File: config.mk
export PLATFORM = sky130hd
export DESIGN_NAME = gtg_cordic_cell
export DESIGN_NICKNAME = d
export VERILOG_FILES = /design/src/gtg_pkg.sv /design/src/gtg_cordic_cell.sv
export SDC_FILE = /design/constraint.sdc
export NUM_CORES = 1
export LEC_CHECK = 0
export BUFFER_PORTS_ARGS = -buffer_cell sky130_fd_sc_hd__buf_2
export CORE_MARGIN = 5
export CORE_UTILIZATION = 25
export DETAILED_ROUTE_END_ITERATION = 6
export PLACE_DENSITY = 0.54
export SLEW_MARGIN = 20
export SYNTH_ARGS = -nofsm -noshare
export SYNTH_HDL_FRONTEND = slang
export SYNTH_SLANG_ARGS = --single-unit
File: constraint.sdc
create_clock -name clk -period 0.8 [get_ports clk]
set_input_delay 0.08 -clock clk [delete_from_list [all_inputs] [get_ports clk]]
set_output_delay 0.08 -clock clk [all_outputs]
set_load 0.03 [all_outputs]
File: src/gtg_pkg.sv
// shared types, constants and the arctangent table of the go-to-goal steering unit
`timescale 1ns / 1ps

package gtg_pkg;

    // register indexes on the configuration channel
    localparam logic [2:0] CFG_TURN_GAIN      = 3'd0;
    localparam logic [2:0] CFG_SPEED_GAIN     = 3'd1;
    localparam logic [2:0] CFG_TURN_FLOOR     = 3'd2;
    localparam logic [2:0] CFG_GOAL_TOLERANCE = 3'd3;

    localparam logic [11:0] TURN_GAIN_RST      = 12'd1280;
    localparam logic [11:0] SPEED_GAIN_RST     = 12'd128;
    localparam logic [11:0] TURN_FLOOR_RST     = 12'd128;
    localparam logic [14:0] GOAL_TOLERANCE_RST = 15'd102;

    // angle constants
    localparam logic signed [19:0] HALF_PI_Q16 = 20'sd102944;
    localparam logic signed [16:0] PI_Q12      = 17'sd12868;
    localparam logic signed [16:0] TWO_PI_Q12  = 17'sd25736;

    // datapath widths
    localparam int XY_W  = 28;
    localparam int Z_W   = 20;
    localparam int SQ_W  = 34;
    localparam int REM_W = 29;

    // atan(2^-i) in units of 2^-16 rad
    function automatic logic signed [19:0] atan_q16(input int i);
        logic signed [19:0] a;
        unique case (i)
            0:  a = 20'sd51472;
            1:  a = 20'sd30385;
            2:  a = 20'sd16055;
            3:  a = 20'sd8150;
            4:  a = 20'sd4091;
            5:  a = 20'sd2047;
            6:  a = 20'sd1024;
            7:  a = 20'sd512;
            8:  a = 20'sd256;
            9:  a = 20'sd128;
            10: a = 20'sd64;
            11: a = 20'sd32;
            12: a = 20'sd16;
            13: a = 20'sd8;
            14: a = 20'sd4;
            15: a = 20'sd2;
            16: a = 20'sd1;
            default: a = 20'sd0;
        endcase
        return a;
    endfunction

    // side data riding along the bearing cells
    typedef struct packed {
        logic [32:0]        sqx;
        logic [32:0]        sqy;
        logic signed [14:0] hd;
        logic               atg;
        logic               zero;
    } cordic_pass_t;

    // side data riding along the root cells
    typedef struct packed {
        logic signed [15:0] turn;
        logic [15:0]        div;
        logic               atg;
    } sqrt_pass_t;

    // side data riding along the divider cells
    typedef struct packed {
        logic signed [15:0] turn;
        logic               atg;
        logic               sat;
    } div_pass_t;

endpackage

File: src/gtg_cordic_cell.sv
// one vectoring rotation step of the bearing chain
`timescale 1ns / 1ps

module gtg_cordic_cell
    import gtg_pkg::*;
#(
    parameter int I  = 0,
    parameter int PW = 1
)
(
    input  logic                   clk,
    input  logic                   rst_n,
    input  logic                   v_in,
    input  logic signed [XY_W-1:0] x_in,
    input  logic signed [XY_W-1:0] y_in,
    input  logic signed [Z_W-1:0]  z_in,
    input  logic [PW-1:0]          p_in,
    output logic                   v_out,
    output logic signed [XY_W-1:0] x_out,
    output logic signed [XY_W-1:0] y_out,
    output logic signed [Z_W-1:0]  z_out,
    output logic [PW-1:0]          p_out
);

    logic signed [XY_W-1:0] xs, ys, x_next, y_next;
    logic signed [Z_W-1:0]  z_next;
    logic                   v_reg;
    logic signed [XY_W-1:0] x_reg, y_reg;
    logic signed [Z_W-1:0]  z_reg;
    logic [PW-1:0]          p_reg;

    assign xs = x_in >>> I;
    assign ys = y_in >>> I;

    always_comb
    begin
        if (!y_in[XY_W-1])
        begin
            x_next = x_in + ys;
            y_next = y_in - xs;
            z_next = z_in + atan_q16(I);
        end
        else
        begin
            x_next = x_in - ys;
            y_next = y_in + xs;
            z_next = z_in - atan_q16(I);
        end
    end

    always_ff @(posedge clk or negedge rst_n)
    begin
        if (!rst_n)
            v_reg <= 1'b0;
        else
            v_reg <= v_in;
    end

    always_ff @(posedge clk)
    begin
        x_reg <= x_next;
        y_reg <= y_next;
        z_reg <= z_next;
        p_reg <= p_in;
    end

    assign v_out = v_reg;
    assign x_out = x_reg;
    assign y_out = y_reg;
    assign z_out = z_reg;
    assign p_out = p_reg;

endmodule

==> results.cfg <==
[status]
status = finished with violations
violations = negative setup slack

[power]
leakage_nw = 5.86
ir_worst_vdd_uv = 994
pwr_density_cell_nw_per_um2 = 1640

[worst_hold_path]
hp-start = y_in[0]
min_path_type = in -> reg

[job]
drv_cap = 0

[floorplan]
initial_core_util = 0.253
core-area_um2 = 26800
die_w_um = 175
num_io_pins = 158
fp.dieH_um = 175
die_area_um2 = 30500
rows = 60

[route]
firstDrtPassIters = 5
vias = 7769
wl_per_cell_um = 15.8
drt_iter0_drc = 366
viasPerCell = 4.72
routed_wl_mm = 26.0
drc_errors = 0
ant_nets = 0

[placement]
place_congestion = 0.886
portBuffers = 157
dp_hpwl_mm = 20.5
dpl_cell_area_um2 = 10300

[yosys]
yosysSeqAreaShare = 0.228
postSynthAreaPerCell_um2 = 7.95
yosys_warnings = 0
ys.flop_type = dfxtp_1
synthArstFlopShare = 0.0130
synth_cell_types = 70
synthCells = 852
synth_nets = 1031
synth_edf_count = 0
synth-seq-cells = 77
syn_area_um2 = 6770

[layout]
drive_gt1_frac = 0.584
mostFrequentLayoutCells = buf_4, buf_6, inv_1, dfxtp_2, ha_1
final_net_count = 1479
syn_to_final_growth_pct = 87.7
final_cell_area_um2 = 12700
fin_util = 0.474
final_common_cell = buf_4

[clocking]
clock_path_buffers = 2
cts_made_buffers = 9
tritoncts = done
path_clk_slew_ps = 70
ctsHtreeMaxLevel = 3
root_buffer = clkbuf_16
clock-sinks = 77

[global_routing]
grt_max_degree = 46
grt_overflow = 0
antenna_found_initial = 2
grt_first_pass_wirelength_mm = 40.4
grtUsageTotal = 0.164
grt_pass1_vias = 7945

[timing]
min_period_ps = 2190
fin_crit_sh = 2.74
rsz0062_at_grt = yes
clock.fmax_ghz = 0.456
worst_slew_pin_slew_ps = 652
max_slew_margin = 0.565
final.setup.worst_slack_ps = -1390
slew_violations = 0
setup_viol = 144
finalHoldViolCount = 0

[worst_setup_path]
arrival_ps = 2440
cp-startpoint = x_in[0]
crit_type = in -> reg
cp_data_required_time_ps = 1050
endpoint_kind = flip-flop
crit_path_max_fanout = 3
start_kind = primary input
==> cell type report <==
cell class | count | area [µm²]
Clock buffer | 9 | 225
Fill cell | 2494 | 14100
Timing Repair Buffer | 475 | 3990
Antenna cell | 1 | 2.50
Sequential cell | 77 | 1640
Multi-Input combinational cell | 643 | 5940
Clock inverter | 7 | 57.6
Inverter | 94 | 424
Tap cell | 341 | 427
==> final timing paths <==
path,endpoint,slack [ps],cells past startpoint
max,x_out[16],-1390,13
min,y_out[0],30,3
max in group asynchronous,v_out,680,2
min in group asynchronous,v_out,40,2
==> timing repair <==
action / in CTS / in global routing
gates resized for setup: 412 / 78
endpoints found under the setup margin: 145 / 145
hold buffers: 9 / 0
hold endpoints to repair: 10 / 0
buffers inserted: 32 / 20
cloned: 0 / 0
pin swaps: 102 / 89
==> report_power, final <==
part | internal [W] | leakage (nW) | total (W) | switching, W
combinational | 0.00559 | 5.08 | 0.0115 | 0.00591
clock | 0.00215 | 0.134 | 0.00402 | 0.00187
sequential | 0.00486 | 0.653 | 0.00530 | 0.000432
==> synth_stat cells (all sizes together), types with 13 or more instances <==
cell | number | area, µm²
o21ai | 50 | 250
inv | 92 | 345
a21oi | 97 | 493
nor3 | 24 | 120
nand2 | 46 | 173
xnor2 | 50 | 438
o21bai | 17 | 128
buf | 21 | 118
ha | 95 | 1190
nor2 | 47 | 179
xor2 | 13 | 114
dfxtp | 76 | 1520
clkbuf | 17 | 63.8
o31ai | 14 | 115
nand2b | 13 | 81.3
a21o | 20 | 150
==> critical path, cell delays in order <==
cell,delay (ps)
buf_8,100
buf_6,110
ha_4,150
inv_2,50
fa_2,220
o21bai_4,70
a221o_1,340
a21oi_2,170
o31a_1,210
nor3_2,70
or4_4,520
a31o_1,240
xnor2_1,110
==> routing by layer <==
| layer | wire, µm | GRT usage |
|---|---|---|
| met4 | 790 | 0.0547 |
| met1 | 11400 | 0.201 |
| met3 | 1110 | 0.0290 |
| met2 | 12700 | 0.289 |
| met5 | 13 | 0 |
==> kinds of logic (layout without fill, tap and decap cells) <==
group                      count (synthesis)  in the layout  share of synthesized area
AOI/OAI and AO/OA                        275            275                      0.264
and+or+nand+nor                          197            197                      0.147
buffers and inverters                    132            585                     0.0789
adders and majority gates                 99             99                      0.187
DFF                                       77             77                      0.228
xor gates and xnor gates                  63             63                     0.0815
muxes                                      9              9                     0.0133
other                                      0              1                          0
==> registers in the layout, summed over array words and instances, names as in the netlist <==
signal and cells:
p_out 1, y_out 28, z_out 20, v_out 1, x_out 27
==> per-stage QoR <==
| stage | std cells | total power (W) | TNS [ps] | hold WS [ps] | worst slack (ps) |
|---|---|---|---|---|---|
| CTS | 1633 | 0.0205 | -65490 | 10.5 | -1450 |
| global placement | 1578 | 0.0140 | -90650 | -146 | -1850 |
| detailed placement | 1578 | 0.0140 | -91330 | -144 | -1870 |
| floorplan | 852 | 0.0104 | -57690 | -216 | -1350 |
| global route | 1647 | 0.0219 | -73680 | 20.8 | -1480 |
| finish | 1647 | 0.0208 | -65850 | 28.9 | -1390 |
Note: power is estimated with default switching activity, not from simulation.
