<file path="src/gtg_pkg.sv">
// shared types, constants and the arctangent table of the go-to-goal steering unit
`timescale 1ns / 1ps

package gtg_pkg;

    // register indexes on the configuration channel
    localparam logic [2:0] CFG_TURN_GAIN      = 3'd0;
    localparam logic [2:0] CFG_SPEED_GAIN     = 3'd1;
    localparam logic [2:0] CFG_TURN_FLOOR     = 3'd2;
    localparam logic [2:0] CFG_GOAL_TOLERANCE = 3'd3;

    localparam logic [11:0] TURN_GAIN_RST      = 12'd1280;
    localparam logic [11:0] SPEED_GAIN_RST     = 12'd128;
    localparam logic [11:0] TURN_FLOOR_RST     = 12'd128;
    localparam logic [14:0] GOAL_TOLERANCE_RST = 15'd102;

    // angle constants
    localparam logic signed [19:0] HALF_PI_Q16 = 20'sd102944;
    localparam logic signed [16:0] PI_Q12      = 17'sd12868;
    localparam logic signed [16:0] TWO_PI_Q12  = 17'sd25736;

    // datapath widths
    localparam int XY_W  = 28;
    localparam int Z_W   = 20;
    localparam int SQ_W  = 34;
    localparam int REM_W = 29;

    // atan(2^-i) in units of 2^-16 rad
    function automatic logic signed [19:0] atan_q16(input int i);
        logic signed [19:0] a;
        unique case (i)
            0:  a = 20'sd51472;
            1:  a = 20'sd30385;
            2:  a = 20'sd16055;
            3:  a = 20'sd8150;
            4:  a = 20'sd4091;
            5:  a = 20'sd2047;
            6:  a = 20'sd1024;
            7:  a = 20'sd512;
            8:  a = 20'sd256;
            9:  a = 20'sd128;
            10: a = 20'sd64;
            11: a = 20'sd32;
            12: a = 20'sd16;
            13: a = 20'sd8;
            14: a = 20'sd4;
            15: a = 20'sd2;
            16: a = 20'sd1;
            default: a = 20'sd0;
        endcase
        return a;
    endfunction

    // side data riding along the bearing cells
    typedef struct packed {
        logic [32:0]        sqx;
        logic [32:0]        sqy;
        logic signed [14:0] hd;
        logic               atg;
        logic               zero;
    } cordic_pass_t;

    // side data riding along the root cells
    typedef struct packed {
        logic signed [15:0] turn;
        logic [15:0]        div;
        logic               atg;
    } sqrt_pass_t;

    // side data riding along the divider cells
    typedef struct packed {
        logic signed [15:0] turn;
        logic               atg;
        logic               sat;
    } div_pass_t;

endpackage

</file>
<file path="src/gtg_div_cell.sv">
// one quotient bit of the restoring speed divider
`timescale 1ns / 1ps

module gtg_div_cell
    import gtg_pkg::*;
#(
    parameter int B  = 0,
    parameter int PW = 1
)
(
    input  logic             clk,
    input  logic             rst_n,
    input  logic             v_in,
    input  logic [REM_W-1:0] rem_in,
    input  logic [17:0]      den_in,
    input  logic [15:0]      quo_in,
    input  logic [PW-1:0]    p_in,
    output logic             v_out,
    output logic [REM_W-1:0] rem_out,
    output logic [17:0]      den_out,
    output logic [15:0]      quo_out,
    output logic [PW-1:0]    p_out
);

    logic [33:0]      sub;
    logic [REM_W-1:0] rem_next;
    logic [15:0]      quo_next;
    logic             v_reg;
    logic [REM_W-1:0] rem_reg;
    logic [17:0]      den_reg;
    logic [15:0]      quo_reg;
    logic [PW-1:0]    p_reg;

    assign sub = {16'd0, den_in} << B;

    always_comb
    begin
        rem_next = rem_in;
        quo_next = quo_in;
        if ({5'd0, rem_in} >= sub)
        begin
            rem_next    = rem_in - sub[REM_W-1:0];
            quo_next[B] = 1'b1;
        end
    end

    always_ff @(posedge clk or negedge rst_n)
    begin
        if (!rst_n)
            v_reg <= 1'b0;
        else
            v_reg <= v_in;
    end

    always_ff @(posedge clk)
    begin
        rem_reg <= rem_next;
        den_reg <= den_in;
        quo_reg <= quo_next;
        p_reg   <= p_in;
    end

    assign v_out   = v_reg;
    assign rem_out = rem_reg;
    assign den_out = den_reg;
    assign quo_out = quo_reg;
    assign p_out   = p_reg;

endmodule

</file>
<file path="config.mk">
export PLATFORM = sky130hd
export DESIGN_NAME = gtg_div_cell
export DESIGN_NICKNAME = d
export VERILOG_FILES = /design/src/gtg_pkg.sv /design/src/gtg_div_cell.sv
export SDC_FILE = /design/constraint.sdc
export NUM_CORES = 1
export LEC_CHECK = 0
export BUFFER_PORTS_ARGS = -buffer_cell sky130_fd_sc_hd__buf_4
export CORE_MARGIN = 2
export CORE_UTILIZATION = 46
export DETAILED_ROUTE_END_ITERATION = 6
export GPL_TIMING_DRIVEN = 1
export PLACE_DENSITY = 0.86
export SYNTH_ARGS = -nofsm -noshare
export SYNTH_HDL_FRONTEND = slang
export SYNTH_SLANG_ARGS = --single-unit
</file>
<file path="constraint.sdc">
create_clock -name clk -period 0.8 [get_ports clk]
set_clock_uncertainty 0.15 [all_clocks]
set_input_delay 0.12 -clock clk [delete_from_list [all_inputs] [get_ports clk]]
set_output_delay 0.12 -clock clk [all_outputs]
set_load 0.02 [all_outputs]
</file>
==> impl_metrics.csv, run 1 <==
group,metric,value,unit
run_status,status,"aborted with a tool error",
run_status,stop_error,"[ERROR DPL-0038] Utilization greater than 100%, impossible to legalize",
place,dp_hpwl,6900,um
clock_network,cts_setup_buffers,15,
clock_network,postCtsHoldBufs,37,
die,io_pins,132,
logic_synthesis,synth_fp_nets,380,
place,io_buffer_count,131,
logic_synthesis,yosys.area_share.adder,8.70,%
logic_synthesis,synthMuxAreaShare,0.400,%
clock_network,clockRootBuffer,"clkbuf_8",
clock_network,clk_path_buf_depth,2,
clock_network,ctsResizeCount,188,
logic_synthesis,syn_avg_cell_area,9.58,sq um
run_status,stop_stage,"clock tree synthesis (4_1_cts)",
logic_synthesis,synth_compound_area_share,16.3,%
clock_network,cts_buffers,9,
die,fp.dieH,82.3,um
clock_network,clock-sinks,65,
logic_synthesis,synth_edf_count,0,
logic_synthesis,ys_seq_area_share,46.4,%
die,floorplan.initialDensity,47.6,%
die,row_count,28,
clock_network,cts_max_level,3,
logic_synthesis,syn_inst,294,
die,die_w,82.3,um
logic_synthesis,synthArstFlopShare,1.54,%
logic_synthesis,synth_top_family_by_area,"compound AO/OA/AOI/OAI gates",
logic_synthesis,synth_area,2820,sq um
logic_synthesis,yosysWarnings,0,
logic_synthesis,yosysUniqueCellTypes,50,
logic_synthesis,synthFlopType,"dfxtp_1",
logic_synthesis,synthSimpleGateAreaFrac,15.5,%
logic_synthesis,synth_xor_area_share,7.77,%
place,place_congestion,0.820,
logic_synthesis,ys_ff_latch,65,
[logic make-up after synthesis]
family,count (synthesis)
simple gates,85
xor+xnor,25
buf+inv,29
fa+ha+maj,19
flops,65
mux,1
compound gates,70
[cell usage after synthesis (2+ instances only)]
| cell type | count | area [sq um] |
|---|---|---|
| dfxtp_1 | 64 | 1280 |
| nand2_1 | 30 | 113 |
| inv_1 | 25 | 93.8 |
| a21oi_1 | 23 | 115 |
| o21ai_0 | 21 | 105 |
| ha_1 | 18 | 225 |
| xor2_1 | 18 | 158 |
| nor2_1 | 16 | 60.1 |
| nor3_1 | 9 | 45.0 |
| o21ai_2 | 8 | 70.1 |
| xnor2_1 | 7 | 61.3 |
| nand3_1 | 5 | 25.0 |
| nor4_1 | 5 | 31.3 |
| nand2b_1 | 4 | 25.0 |
| o21a_1 | 3 | 22.5 |
| a21o_1 | 2 | 15.0 |
| buf_8 | 2 | 30.0 |
| nand4_1 | 2 | 12.5 |
[through the flow]
stage          cell area, sq um  worst slack (ns)  instances  hold WS (ns)  utilization [%]
3_3_place_gp               4640             -1.52        566        -0.255             78.4
3_5_place_dp               4640             -1.54        566        -0.253             78.4
2_1_floorplan              3060             -1.28        294        -0.326                -
==> run 2: changes to the inputs <==
- CORE_UTILIZATION: 46 -> 35
- PLACE_DENSITY: 0.86 -> not set
- PLACE_DENSITY_LB_ADDON: not set -> 0.15
==> run 2 against run 1 <==
Effect of this change:
- the flow now finishes, with violations (negative hold slack, negative setup slack)
- synthesized area is the same
- synthesized cell count unchanged
==> impl_metrics.csv, run 2 <==
group,metric,value,unit
power,leakage,2.67,nW
global_route,grt_use_met2,38.4,%
sta,tightest_slew,0.431,ns
global_route,antenna_found_initial,0,
power,power.sequential.fraction,37.8,%
logic_synthesis,synth_area,2820,sq um
die,floorplan.initialDensity,36.3,%
logic_synthesis,syn_inst,294,
sta,hold_viol,30,
die,core,7770,sq um
logic_synthesis,synth_fp_nets,380,
power,peakVddDrop,0.00101,V
logic_synthesis,yosysWarnings,0,
route,drt-pass1-iter-count,4,
logic_synthesis,synth_area_leaders,"dfxtp_1 (45%), ha_1 (8.0%), xor2_1 (5.6%)",
final_layout,layout.nets,635,
worst_setup_path,crit_fanout,16,
worst_setup_path,cp_slowest_cell,"a211o_1",
die,dieArea,8780,sq um
worst_setup_path,end_kind,"flop",
run_status,status,"finished, violations left",
logic_synthesis,syn_avg_cell_area,9.58,sq um
final_layout,syn2layout_area_growth,113,%
sta,setup_violations,95,
die,io_pins,132,
place,dp_cells,597,
clock_network,cts_max_level,3,
clock_network,clk_path_buf_depth,2,
sta,slew_headroom,71.0,%
place,dp_hpwl,6510,um
place,place_ws,-1.47,ns
worst_setup_path,startpoint_type,"input pin",
power,switching_share,30.2,%
route,wl_per_cell,14.9,um
route,wirelength,9750,um
power,power.share.clock,27.1,%
global_route,grt_overflow,0,
final_layout,diodes,0,
clock_network,clock-sinks,65,
run,cap_violations,0,
clock_network,cts_buffers,9,
sta,layout_setup_ws,-1.01,ns
final_layout,instances_no_fill,656,
power,power,10.1,mW
clock_network,postCtsHoldBufs,37,
die,die_w,93.7,um
worst_setup_path,slowest_delay,0.32,ns
sta,finalMaxSlewViolations,0,
logic_synthesis,synth_commonest_cells,"dfxtp_1 (64), nand2_1 (30), inv_1 (25)",
clock_network,clk_pin_slew,0.07,ns
route,drc_errors,0,
worst_setup_path,cp_data_required_time,0.86,ns
global_route,grt_util_met1,25.9,%
logic_synthesis,yosys.area.top_type,"dfxtp_1",
power,power_density,1680,nW/um^2
global_route,grt_pass1_wl,14900,um
place,io_buffer_count,131,
run_status,violations,"negative hold slack, negative setup slack",
final_layout,final_core_util,77.2,%
final_layout,drive_gt1_share,67.5,%
final_layout,largest_reg_flops,29,
place,place_congestion,0.820,
final_layout,layout_commonest_cell,"buf_4",
sta,fmax,553,MHz
logic_synthesis,ys_seq_area_share,46.4,%
power,power_switching,3.04,mW
die,fp.dieH,93.7,um
route,ant_nets,0,
power,intPower,7.03,mW
sta,rsz0062_at_grt,"true",
logic_synthesis,yosysUniqueCellTypes,50,
global_route,grt.met3_usage,4.57,%
sta,fin_tns_setup,-44.50,ns
sta,fin_crit_sh,226,%
logic_synthesis,ys_ff_latch,65,
logic_synthesis,synth_top_area_share,45.5,%
sta,min_period,1.81,ns
clock_network,cts_tree,"built",
logic_synthesis,synthFlopType,"dfxtp_1",
min_path,hold_class,"in -> reg",
worst_setup_path,arrival,1.87,ns
min_path,min_from,"rem_in[18]",
final_layout,fill_cells,520,
route,dr_total_vias,3037,
route,vias_per_cell,4.63,
logic_synthesis,yosysMostFrequentCell,"dfxtp_1",
worst_setup_path,cp_cell_sequence,"buf_6, ha_4, a21oi_2, nand2_2, o21a_1, a211o_1, a21oi_4, buf_12, nor3_1, xor2_1",
global_route,grt_max_degree,17,
power,p_comb_share,35.1,%
die,row_count,32,
worst_setup_path,critPathKind,"in -> reg",
clock_network,clockRootBuffer,"clkbuf_8",
final_layout,final_cell_mix,"buf_4 (127), buf_6 (77), dfxtp_2 (64)",
global_route,grt_pass1_vias,3149,
global_route,grt_usage,21.6,%
logic_synthesis,synthArstFlopShare,1.54,%
worst_setup_path,startpoint,"rem_in[4]",
global_route,grt_busiest_layer,"met2",
route,drt_iter0_drc,102,
logic_synthesis,synth_edf_count,0,
sta,hold-worst-slack,-0.163,ns
run 2: cell counts after synthesis:
Identical to the previous run, type by type.
run 2: kinds of logic after synthesis:
logic type               Yosys count  synth area share, %
AO/OA/AOI/OAI                     70                 16.3
XOR/XNOR                          25                 7.77
adder cells (fa/ha/maj)           19                 8.70
buffers and inverters             29                 4.97
flip-flops                        65                 46.4
multiplexers                       1                0.400
AND/OR/NAND/NOR                   85                 15.5
run 2: area by class of cell:
type	count	area [sq um]	share of cell area [%]
repair buffers	248	2320	38.7
multi-input cells	200	1860	31.0
flip-flops and latches	65	1390	23.1
clock buffers	10	128	2.13
well taps	102	128	2.13
inverters	25	116	1.94
clock inverters	6	60.1	1.00
run 2: worst paths after layout:
path | cells past startpoint | to | slack (ns)
max | 10 | rem_out[19] | -1.01
min | 2 | rem_out[18] | -0.16
max in group asynchronous | 2 | v_out | 0.46
min in group asynchronous | 2 | v_out | -0.04
run 2: critical path: cells and delay by family:
| family | cells | cell delay, ns |
|---|---|---|
| xor+xnor | 1 | 0.16 |
| compound gates | 4 | 0.89 |
| simple gates | 2 | 0.15 |
| buf+inv | 2 | 0.29 |
| fa+ha+maj | 1 | 0.26 |
run 2: power by group through the flow:
stage               Clock [mW]  Sequential, mW  Combinational, mW
global placement             0            3.74               2.81
global route              2.95            3.84               3.77
CTS                       2.78            3.80               3.40
finish                    2.73            3.81               3.53
detailed placement           0            3.74               2.84
floorplan                    0            4.17              0.984
run 2: repair_timing:
action | 4_1_cts | 5_1_grt
endpoints found under the setup margin | 95 | 96
pin swaps | 10 | 9
buffers inserted | 5 | 2
resized for setup | 183 | 28
endpoints found under the hold margin | 66 | 30
run 2: routing by layer:
layer	part of all wire, %	routed length (um)
met1	42	4110
met2	51	4980
met3	5.4	526
met4	1.4	137
met5	0	0
run 2: per-stage QoR:
step,hold WS (ns),cell area (sq um)
global placement,-0.254,4700
CTS,-0.197,5840
detailed placement,-0.254,4700
floorplan,-0.326,3060
finish,-0.163,6000
global route,-0.175,6000
(Power assumes the default switching activity.)
