==> config.mk <==
export PLATFORM = sky130hd
export DESIGN_NAME = gtg_sqrt_cell
export DESIGN_NICKNAME = d
export VERILOG_FILES = /design/src/gtg_pkg.sv /design/src/gtg_sqrt_cell.sv
export SDC_FILE = /design/constraint.sdc
export NUM_CORES = 1
export LEC_CHECK = 0
export BUFFER_PORTS_ARGS = -buffer_cell sky130_fd_sc_hd__buf_2
export CORE_UTILIZATION = 50
export CTS_CLUSTER_DIAMETER = 80
export CTS_CLUSTER_SIZE = 10
export DETAILED_ROUTE_END_ITERATION = 6
export HOLD_SLACK_MARGIN = 0.05
export PLACE_DENSITY_LB_ADDON = 0.25
export SETUP_SLACK_MARGIN = 0.15
export SKIP_LAST_GASP = 1
export SLEW_MARGIN = 20
export SYNTH_ARGS = -nofsm -noshare
export SYNTH_HDL_FRONTEND = slang
export SYNTH_SLANG_ARGS = --single-unit
export TNS_END_PERCENT = 50
==> constraint.sdc <==
create_clock -name clk -period 0.8 [get_ports clk]
set_clock_uncertainty 0.2 [all_clocks]
set_input_delay 0.2 -clock clk [delete_from_list [all_inputs] [get_ports clk]]
set_output_delay 0.2 -clock clk [all_outputs]
set_load 0.02 [all_outputs]
==> src/gtg_pkg.sv <==
// shared types, constants and the arctangent table of the go-to-goal steering unit
`timescale 1ns / 1ps

package gtg_pkg;

    // register indexes on the configuration channel
    localparam logic [2:0] CFG_TURN_GAIN      = 3'd0;
    localparam logic [2:0] CFG_SPEED_GAIN     = 3'd1;
    localparam logic [2:0] CFG_TURN_FLOOR     = 3'd2;
    localparam logic [2:0] CFG_GOAL_TOLERANCE = 3'd3;

    localparam logic [11:0] TURN_GAIN_RST      = 12'd1280;
    localparam logic [11:0] SPEED_GAIN_RST     = 12'd128;
    localparam logic [11:0] TURN_FLOOR_RST     = 12'd128;
    localparam logic [14:0] GOAL_TOLERANCE_RST = 15'd102;

    // angle constants
    localparam logic signed [19:0] HALF_PI_Q16 = 20'sd102944;
    localparam logic signed [16:0] PI_Q12      = 17'sd12868;
    localparam logic signed [16:0] TWO_PI_Q12  = 17'sd25736;

    // datapath widths
    localparam int XY_W  = 28;
    localparam int Z_W   = 20;
    localparam int SQ_W  = 34;
    localparam int REM_W = 29;

    // atan(2^-i) in units of 2^-16 rad
    function automatic logic signed [19:0] atan_q16(input int i);
        logic signed [19:0] a;
        unique case (i)
            0:  a = 20'sd51472;
            1:  a = 20'sd30385;
            2:  a = 20'sd16055;
            3:  a = 20'sd8150;
            4:  a = 20'sd4091;
            5:  a = 20'sd2047;
            6:  a = 20'sd1024;
            7:  a = 20'sd512;
            8:  a = 20'sd256;
            9:  a = 20'sd128;
            10: a = 20'sd64;
            11: a = 20'sd32;
            12: a = 20'sd16;
            13: a = 20'sd8;
            14: a = 20'sd4;
            15: a = 20'sd2;
            16: a = 20'sd1;
            default: a = 20'sd0;
        endcase
        return a;
    endfunction

    // side data riding along the bearing cells
    typedef struct packed {
        logic [32:0]        sqx;
        logic [32:0]        sqy;
        logic signed [14:0] hd;
        logic               atg;
        logic               zero;
    } cordic_pass_t;

    // side data riding along the root cells
    typedef struct packed {
        logic signed [15:0] turn;
        logic [15:0]        div;
        logic               atg;
    } sqrt_pass_t;

    // side data riding along the divider cells
    typedef struct packed {
        logic signed [15:0] turn;
        logic               atg;
        logic               sat;
    } div_pass_t;

endpackage

==> src/gtg_sqrt_cell.sv <==
// one root bit of the distance chain
`timescale 1ns / 1ps

module gtg_sqrt_cell
    import gtg_pkg::*;
#(
    parameter int K  = 0,
    parameter int PW = 1
)
(
    input  logic            clk,
    input  logic            rst_n,
    input  logic            v_in,
    input  logic [SQ_W-1:0] val_in,
    input  logic [SQ_W-1:0] root_in,
    input  logic [PW-1:0]   p_in,
    output logic            v_out,
    output logic [SQ_W-1:0] val_out,
    output logic [SQ_W-1:0] root_out,
    output logic [PW-1:0]   p_out
);

    localparam logic [SQ_W-1:0] BIT = SQ_W'(1) << (2 * K);

    logic [SQ_W-1:0] trial, val_next, root_next;
    logic            v_reg;
    logic [SQ_W-1:0] val_reg, root_reg;
    logic [PW-1:0]   p_reg;

    assign trial = root_in + BIT;

    always_comb
    begin
        if (val_in >= trial)
        begin
            val_next  = val_in - trial;
            root_next = (root_in >> 1) + BIT;
        end
        else
        begin
            val_next  = val_in;
            root_next = root_in >> 1;
        end
    end

    always_ff @(posedge clk or negedge rst_n)
    begin
        if (!rst_n)
            v_reg <= 1'b0;
        else
            v_reg <= v_in;
    end

    always_ff @(posedge clk)
    begin
        val_reg  <= val_next;
        root_reg <= root_next;
        p_reg    <= p_in;
    end

    assign v_out    = v_reg;
    assign val_out  = val_reg;
    assign root_out = root_reg;
    assign p_out    = p_reg;

endmodule

==> out/results.tsv, run 1 <==
metric	value	unit
status	aborted with a tool error	
stage reached	global routing	
Run Error	[ERROR DPL-0038] Utilization greater than 100%, impossible to legalize	
FFs w/ async S/R, synth	0.0143	
clock sinks	70	
Initial Util	0.526	
total CTS buffers	9	
Die H	104	um
I/O Buffers	141	
Cells after DPL	1114	
row count	36	
synthesized instance count	643	
worst endpoint type	register data pin	
hpwl dp	15600	um
syn_area_per_cell	8.14	um2
num ports	142	
maximum clock path buffer count	2	
gpl congestion	0.955	
register area share after synthesis	0.269	
Post-synth top flop	dfxtp_1	
EDFF count, synth	0	
Syn Std Cell Area	5240	um2
die width	104	um
FF+latch count, synth	70	
largest net degree at the start of global routing	16	
synth unique cells	56	
synth warn	0	
placed cell area	7870	um2
worst_ep grt	root_out[7]$_DFF_P_/D	
CTS root buf	clkbuf_8	
Syn Nets	752	
Max H-tree Level	3	
## stage by stage
stage | hold slack, ns | setup slack [ns]
floorplan | -0.296 | -3.17
global placement | -0.226 | -3.28
detailed placement | -0.224 | -3.35
CTS | -0.285 | -2.78
## cell families after synthesis
family,Yosys count,share of synthesized area
DFF,70,0.269
buffers and inverters,44,0.0373
and+or+nand+nor,221,0.222
adders and majority gates,37,0.0899
muxes,9,0.0194
xor gates and xnor gates,87,0.146
AOI/OAI and AO/OA,175,0.217
## synth_stat cells (5+ instances only)
master,number,area share
or2_2,5,0.0060
clkbuf_1,18,0.013
o2111ai_1,13,0.022
nor2b_1,10,0.012
nor2_1,32,0.023
xor2_1,28,0.047
nor3_1,36,0.034
nand3_1,21,0.020
a21oi_1,57,0.054
nand4_1,9,0.011
o211ai_1,24,0.034
ha_1,36,0.086
a31oi_1,5,0.0060
o21ai_0,27,0.026
nand2_1,51,0.037
o31ai_1,7,0.010
nand2b_1,10,0.012
buf_2,9,0.0086
a21o_1,10,0.014
mux2_2,9,0.019
and2_1,7,0.0084
and3_1,25,0.030
xnor2_1,59,0.099
inv_1,14,0.010
dfxtp_1,69,0.26
## timing repair
action / in CTS
setup buffers: 38
pin swaps: 46
hold buffers: 1
cloned: 6
hold endpoints to repair: 67
setup endpoints to repair: 138
gates resized for setup: 121
==> inputs of run 2 (changes only) <==
--- a/config.mk
+++ b/config.mk
@@ -6,13 +6,9 @@
 export NUM_CORES = 1
 export LEC_CHECK = 0
 export BUFFER_PORTS_ARGS = -buffer_cell sky130_fd_sc_hd__buf_2
-export CORE_UTILIZATION = 50
-export CTS_CLUSTER_DIAMETER = 80
-export CTS_CLUSTER_SIZE = 10
+export CORE_UTILIZATION = 35
 export DETAILED_ROUTE_END_ITERATION = 6
-export HOLD_SLACK_MARGIN = 0.05
-export PLACE_DENSITY_LB_ADDON = 0.25
-export SETUP_SLACK_MARGIN = 0.15
+export PLACE_DENSITY_LB_ADDON = 0.15
 export SKIP_LAST_GASP = 1
 export SLEW_MARGIN = 20
 export SYNTH_ARGS = -nofsm -noshare
==> run 2 against run 1 <==
Net effect:
- the flow now finishes, with violations (negative hold slack, negative setup slack)
- synthesized cell count is the same
- synthesized area is the same
==> out/results.tsv, run 2 <==
metric	value	unit	change
Worst Tran Pin Value	0.398	ns	
initial antenna violation count	0		
register area share after synthesis	0.269		unchanged
Power Density	1550	nW/um2	
largest net degree at the start of global routing	14		
Post-synth top flop	dfxtp_1		
drt first pass iters	4		
FF+latch count, synth	70		unchanged
synth warn	0		unchanged
hpwl dp	15700	um	+0.62%
antenna-violating nets left	0		
fin cells	1232		
share of cells above drive strength 1	0.556		
EDFF count, synth	0		unchanged
Yosys top cell area share	0.264		unchanged
Final setup viols	138		
worst setup margin	-3.02	ns	
failing checks	negative hold slack, negative setup slack		
post-route cell area	9820	um2	
status	complete, but fails checks		
placed cell area	7950	um2	+1.1%
period utilization	4.77		
Hold Path Cell Cnt	1		
Syn Nets	752		unchanged
FFs w/ async S/R, synth	0.0143		unchanged
Die H	124	um	+19%
area delta synth->final	87.6	%	
commonest non-fill, non-tap cell in the layout	buf_4		
FILL cells	1125		
f_max	262	MHz	
CTS tree	done		
synthesized instance count	643		unchanged
Ant. Diodes	0		
Worst Hold Path EP	v_out		
row count	44		+22%
drt wl/cell	17.9	um	
Pleak	4.35	nW	
maximum vdd ir drop	0.00106	V	
Hold Crit Class	input pin to flip-flop		
DP Worst Slack	-3.44	ns	-0.0965 ns
vias in the first global route	6403		
DRT Wirelength	22100	um	
nets	1152		
First DRT Iteration DRCs	365		
Max-cap violations	0		
I/O Buffers	141		unchanged
Hold Startpoint	v_in		
gpl congestion	1.00		+5.0%
Final min period	3.82	ns	
Crit. End Element	flip-flop		
CP startpoint kind	input pin		
total grt overflow	0		
die width	124	um	+19%
Global Route Usage Sum	0.264		
DRC	0		
core region area	14600	um2	
Hold Buf Count CTS	2		+1
vias per cell	5.26		
clock sinks	70		unchanged
clock-pin slew on the worst setup and hold paths	0.06	ns	
total CTS buffers	9		unchanged
Arr. time, crit path	3.85	ns	
kind of critical path	input pin to flip-flop		
synth cell count leaders	69 x dfxtp_1, 59 x xnor2_1, 57 x a21oi_1, 51 x nand2_1		
RSZ-0062 raised after global routing	yes		
Die ar.	15500	um2	
CTS root buf	clkbuf_16		
Max FO, Critical Path	10		
Critical Path RT	0.83	ns	
synth unique cells	56		unchanged
most frequent cells in the layout	233 x buf_4, 133 x buf_2, 68 x dfxtp_1, 53 x xnor2_1, 44 x nand2_1		
Max H-tree Level	3		unchanged
num ports	142		unchanged
biggest area consumer among synthesized cells	dfxtp_1		
top cells by area, synth	dfxtp_1 26%, xnor2_1 9.9%, ha_1 8.6%		
Final Hold Vio Count	43		
Syn Std Cell Area	5240	um2	unchanged
via count	6482		
top-count cell post-synth	dfxtp_1		
Initial Util	0.359		-0.167
first-pass GRT wire length	32400	um	
syn_area_per_cell	8.14	um2	unchanged
maximum clock path buffer count	2		unchanged
Cells after DPL	1167		+4.8%
max-slew violations	0		
total chip power	15.2	mW	
Max transition margin	0.734		
Final Hold Slack	-0.245	ns	
utilization after layout	0.673		
run 2: worst max-delay path, stage by stage:
cell and delay, ns:
buf_6 0.08, nand4_1 0.20, nor3_2 0.25, and3_4 0.24
and3_4 0.19, and2_4 0.16, nand4_1 0.15, xor2_2 0.25
ha_4 0.30, and2_4 0.16, nand2_4 0.05, or3_4 0.37
a21oi_4 0.17, nor4_4 0.08, o31a_1 0.31, o21ai_4 0.20
buf_12 0.17, mux2_4 0.30
run 2: kinds of logic after synthesis:
family,after synthesis,share of synthesized area
AOI/OAI and AO/OA,175,0.217
xor gates and xnor gates,87,0.146
adders and majority gates,37,0.0899
buffers and inverters,44,0.0373
DFF,70,0.269
muxes,9,0.0194
and+or+nand+nor,221,0.222
run 2: what timing repair did:
item	4_1_cts	5_1_grt
pin swaps	26	54
endpoints found under the hold margin	51	37
resized for setup	89	124
endpoints found under the setup margin	138	138
buffers inserted	29	22
cloned	1	2
run 2: worst max path at each step:
stage,from,end,slack (ns)
finish,root_in[3],val_out[3],-3.02
global route,root_in[3],root_out[24],-3.10
CTS,root_in[3],val_out[3],-3.00
detailed placement,root_in[6],root_out[6],-3.44
global placement,root_in[6],root_out[9],-3.42
floorplan,root_in[4],root_out[1],-3.17
run 2: metrics by stage:
step | setup TNS, ns | hold slack [ns]
3_3_place_gp | -230.10 | -0.225
5_1_grt | -235.82 | -0.241
4_1_cts | -226.76 | -0.247
2_1_floorplan | -208.81 | -0.296
3_5_place_dp | -230.87 | -0.221
6_report | -227.97 | -0.245
run 2: layout make-up:
class | count | area, um2 | area share
Sequential cell | 70 | 1410 | 0.143
Clock inverter | 6 | 91.3 | 0.00930
Timing Repair Buffer | 419 | 3180 | 0.324
Tap cell | 184 | 230 | 0.0234
Multi-Input combinational cell | 529 | 4620 | 0.470
Clock buffer | 10 | 239 | 0.0243
Inverter | 14 | 52.6 | 0.00535
run 2: power breakdown:
group | switching (mW) | total [mW] | internal, mW
registers | 0.113 | 4.03 | 3.92
logic | 3.37 | 6.50 | 3.13
clock network | 1.81 | 4.65 | 2.84
run 2: routing by layer:
layer | vias to the layer above | share of wire | GRT usage
met5 | - | 0 | 0
met4 | 0 | 0.037 | 0.127
met3 | 41 | 0.038 | 0.0335
met2 | 183 | 0.49 | 0.450
met1 | 3101 | 0.43 | 0.328
li1 | 3157 | - | -
No activity file was read; power rests on OpenSTA's default activity.
==> inputs of run 3 (changes only) <==
--- a/config.mk
+++ b/config.mk
@@ -9,6 +9,7 @@
 export CORE_UTILIZATION = 35
 export DETAILED_ROUTE_END_ITERATION = 6
 export PLACE_DENSITY_LB_ADDON = 0.15
+export SETUP_SLACK_MARGIN = 0.3
 export SKIP_LAST_GASP = 1
 export SLEW_MARGIN = 20
 export SYNTH_ARGS = -nofsm -noshare
==> run 3 against run 2 <==
Net effect:
- sequential power about the same
- via count decreased by 0.22%
- wire length decreased by 2.7%
- sequential cell count unchanged
- cell count increased by 0.57%
- the flow still finishes with violations (negative hold slack, negative setup slack)
- power decreased by 2.3%
- clock-buffer cell count decreased by 1
- non-clock buffer count increased by 6
- sequential share of layout area increased by 0.44 points
- combinational power decreased by 2%
==> out/results.tsv, run 3 (synthesized netlist as in run 2, its figures left out) <==
metric	value	unit	change
status	complete, but fails checks		
failing checks	negative hold slack, negative setup slack		
maximum vdd ir drop	0.00116	V	+9.8%
Crit. End Element	flip-flop		
Hold Buf Count CTS	1		-1
drt wl/cell	17.4	um	-3.2%
cell-internal power	9.75	mW	-1.4%
I/O Buffers	141		unchanged
total grt overflow	0		unchanged
First DRT Iteration DRCs	346		-5.2%
Pleak	4.32	nW	-0.68%
area of the multi-input gates	4410	um2	-4.6%
DP Worst Slack	-3.34	ns	+0.0997 ns
DRC	0		unchanged
total CTS buffers	9		unchanged
Global Route Usage Sum	0.276		+0.0118
Critical Path RT	0.86	ns	+0.03 ns
setup tns final	-215.24	ns	+12.73 ns
core region area	14600	um2	unchanged
Hold Crit Class	input pin to flip-flop		
Cells after DPL	1172		+0.43%
drt first pass iters	7		+3
placed cell area	7970	um2	+0.25%
Max H-tree Level	3		unchanged
Final min period	3.63	ns	-0.184 ns
first-pass GRT wire length	33700	um	+4.1%
period utilization	4.54		-0.230
clock sinks	70		unchanged
fin cells	1239		+0.57%
Power Density	1550	nW/um2	+0.34%
max-slew violations	0		unchanged
Max transition margin	0.669		-0.0646
vias in the first global route	6464		+0.95%
Die ar.	15500	um2	unchanged
worst setup margin	-2.83	ns	+0.184 ns
Hold Path Cell Cnt	1		unchanged
commonest non-fill, non-tap cell in the layout	buf_4		
Final Hold Vio Count	48		+12%
Seq pwr share	0.272		+0.006
CTS tree	done		
most frequent cells in the layout	246 x buf_4, 135 x buf_2, 66 x dfxtp_1, 53 x xnor2_1, 43 x nand2_1		
post-route cell area	9560	um2	-2.6%
CTS root buf	clkbuf_16		
vias per cell	5.22		-0.78%
Logic pwr share	0.428		about the same
Max FO, Critical Path	6		-4
hpwl dp	16200	um	+3.1%
switch share	0.343		-0.00588
Clk pwr share	0.300		-0.006
Psw	5.08	mW	-4.0%
DRT Wirelength	21500	um	-2.7%
CP startpoint	root_in[6]		
FILL cells	1215		+8.0%
total chip power	14.8	mW	-2.3%
Arr. time, crit path	3.70	ns	-0.15 ns
register area	1410	um2	+0.36%
maximum clock path buffer count	2		unchanged
Ant. Diodes	0		unchanged
antenna-violating nets left	0		unchanged
Initial Util	0.359		unchanged
via count	6468		-0.22%
gpl congestion	0.953		-5.0%
utilization after layout	0.655		-0.0178
share of cells above drive strength 1	0.547		-0.00938
row count	44		unchanged
initial antenna violation count	0		unchanged
area delta synth->final	82.7	%	
num ports	142		unchanged
Die H	124	um	unchanged
largest net degree at the start of global routing	15		+1
f_max	275	MHz	+5.1%
RSZ-0062 raised after global routing	yes		
crit path to	root_out[22]		
Final Hold Slack	-0.254	ns	-0.00935 ns
kind of critical path	input pin to flip-flop		
clock-pin slew on the worst setup and hold paths	0.06	ns	about the same
Max-cap violations	0		unchanged
CP startpoint kind	input pin		
Worst Tran Pin Value	0.493	ns	+0.0948 ns
die width	124	um	unchanged
nets	1159		+0.61%
Final setup viols	138		unchanged
## run 3: changes by cell type in the layout (fill, tap and decap cells not counted), sizes merged
| cell | before | now |
|---|---|---|
| clkinvlp | 0 | 2 |
| inv | 16 | 15 |
| clkbuf | 12 | 9 |
| o21ai | 33 | 34 |
| dlygate4sd3 | 2 | 1 |
| buf | 415 | 423 |
| bufbuf | 0 | 1 |
## run 3: how the worst min path moves through the flow
stage,to,start
after floorplan,v_out,rst_n
after global placement,v_out,rst_n
after detailed placement,v_out,rst_n
after CTS,p_out,p_in
after global routing,p_out,p_in
final,p_out,p_in
## run 3: power groups by stage
| stage | sequential, mW | clock [mW] | combinational (mW) |
|---|---|---|---|
| floorplan | 4.66 | 0 | 2.36 |
| global placement | 4.10 | 0 | 5.37 |
| detailed placement | 4.11 | 0 | 5.40 |
| CTS | 4.04 | 4.52 | 5.93 |
| global route | 4.07 | 4.67 | 6.78 |
| finish | 4.04 | 4.45 | 6.35 |
## run 3: area by class of cell
type                            instances  share of cell area
Clock inverter                          7              0.0102
Multi-Input combinational cell        530               0.461
Timing Repair Buffer                  425               0.328
Clock buffer                            9              0.0236
Sequential cell                        70               0.148
Tap cell                              184              0.0241
Inverter                               14             0.00550
## run 3: routing by layer
metal | up-vias | global-route usage | part of all wire
li1 | 3162 | - | -
met1 | 3105 | 0.383 | 0.48
met2 | 168 | 0.434 | 0.46
met3 | 33 | 0.0318 | 0.037
met4 | 0 | 0.110 | 0.023
met5 | - | 0 | 0
## run 3: worst max-delay path, cell delays in order
cell	delay, ns
buf_8	0.08
nand4_1	0.15
nor3_2	0.15
and3_1	0.20
and3_4	0.19
and2_4	0.16
buf_12	0.11
buf_6	0.09
and4_4	0.21
nand2_2	0.07
xor2_2	0.15
ha_1	0.32
a21o_1	0.20
a21o_1	0.16
a21o_1	0.19
a31oi_4	0.28
o21ai_4	0.19
buf_6	0.18
o211ai_1	0.23
xnor2_1	0.18
## run 3: timing repair
item,CTS,global route
endpoints found under the hold margin,52,38
gates resized for setup,100,58
cloned,4,0
pin swaps,38,57
buffers inserted,31,15
setup endpoints to repair,138,138
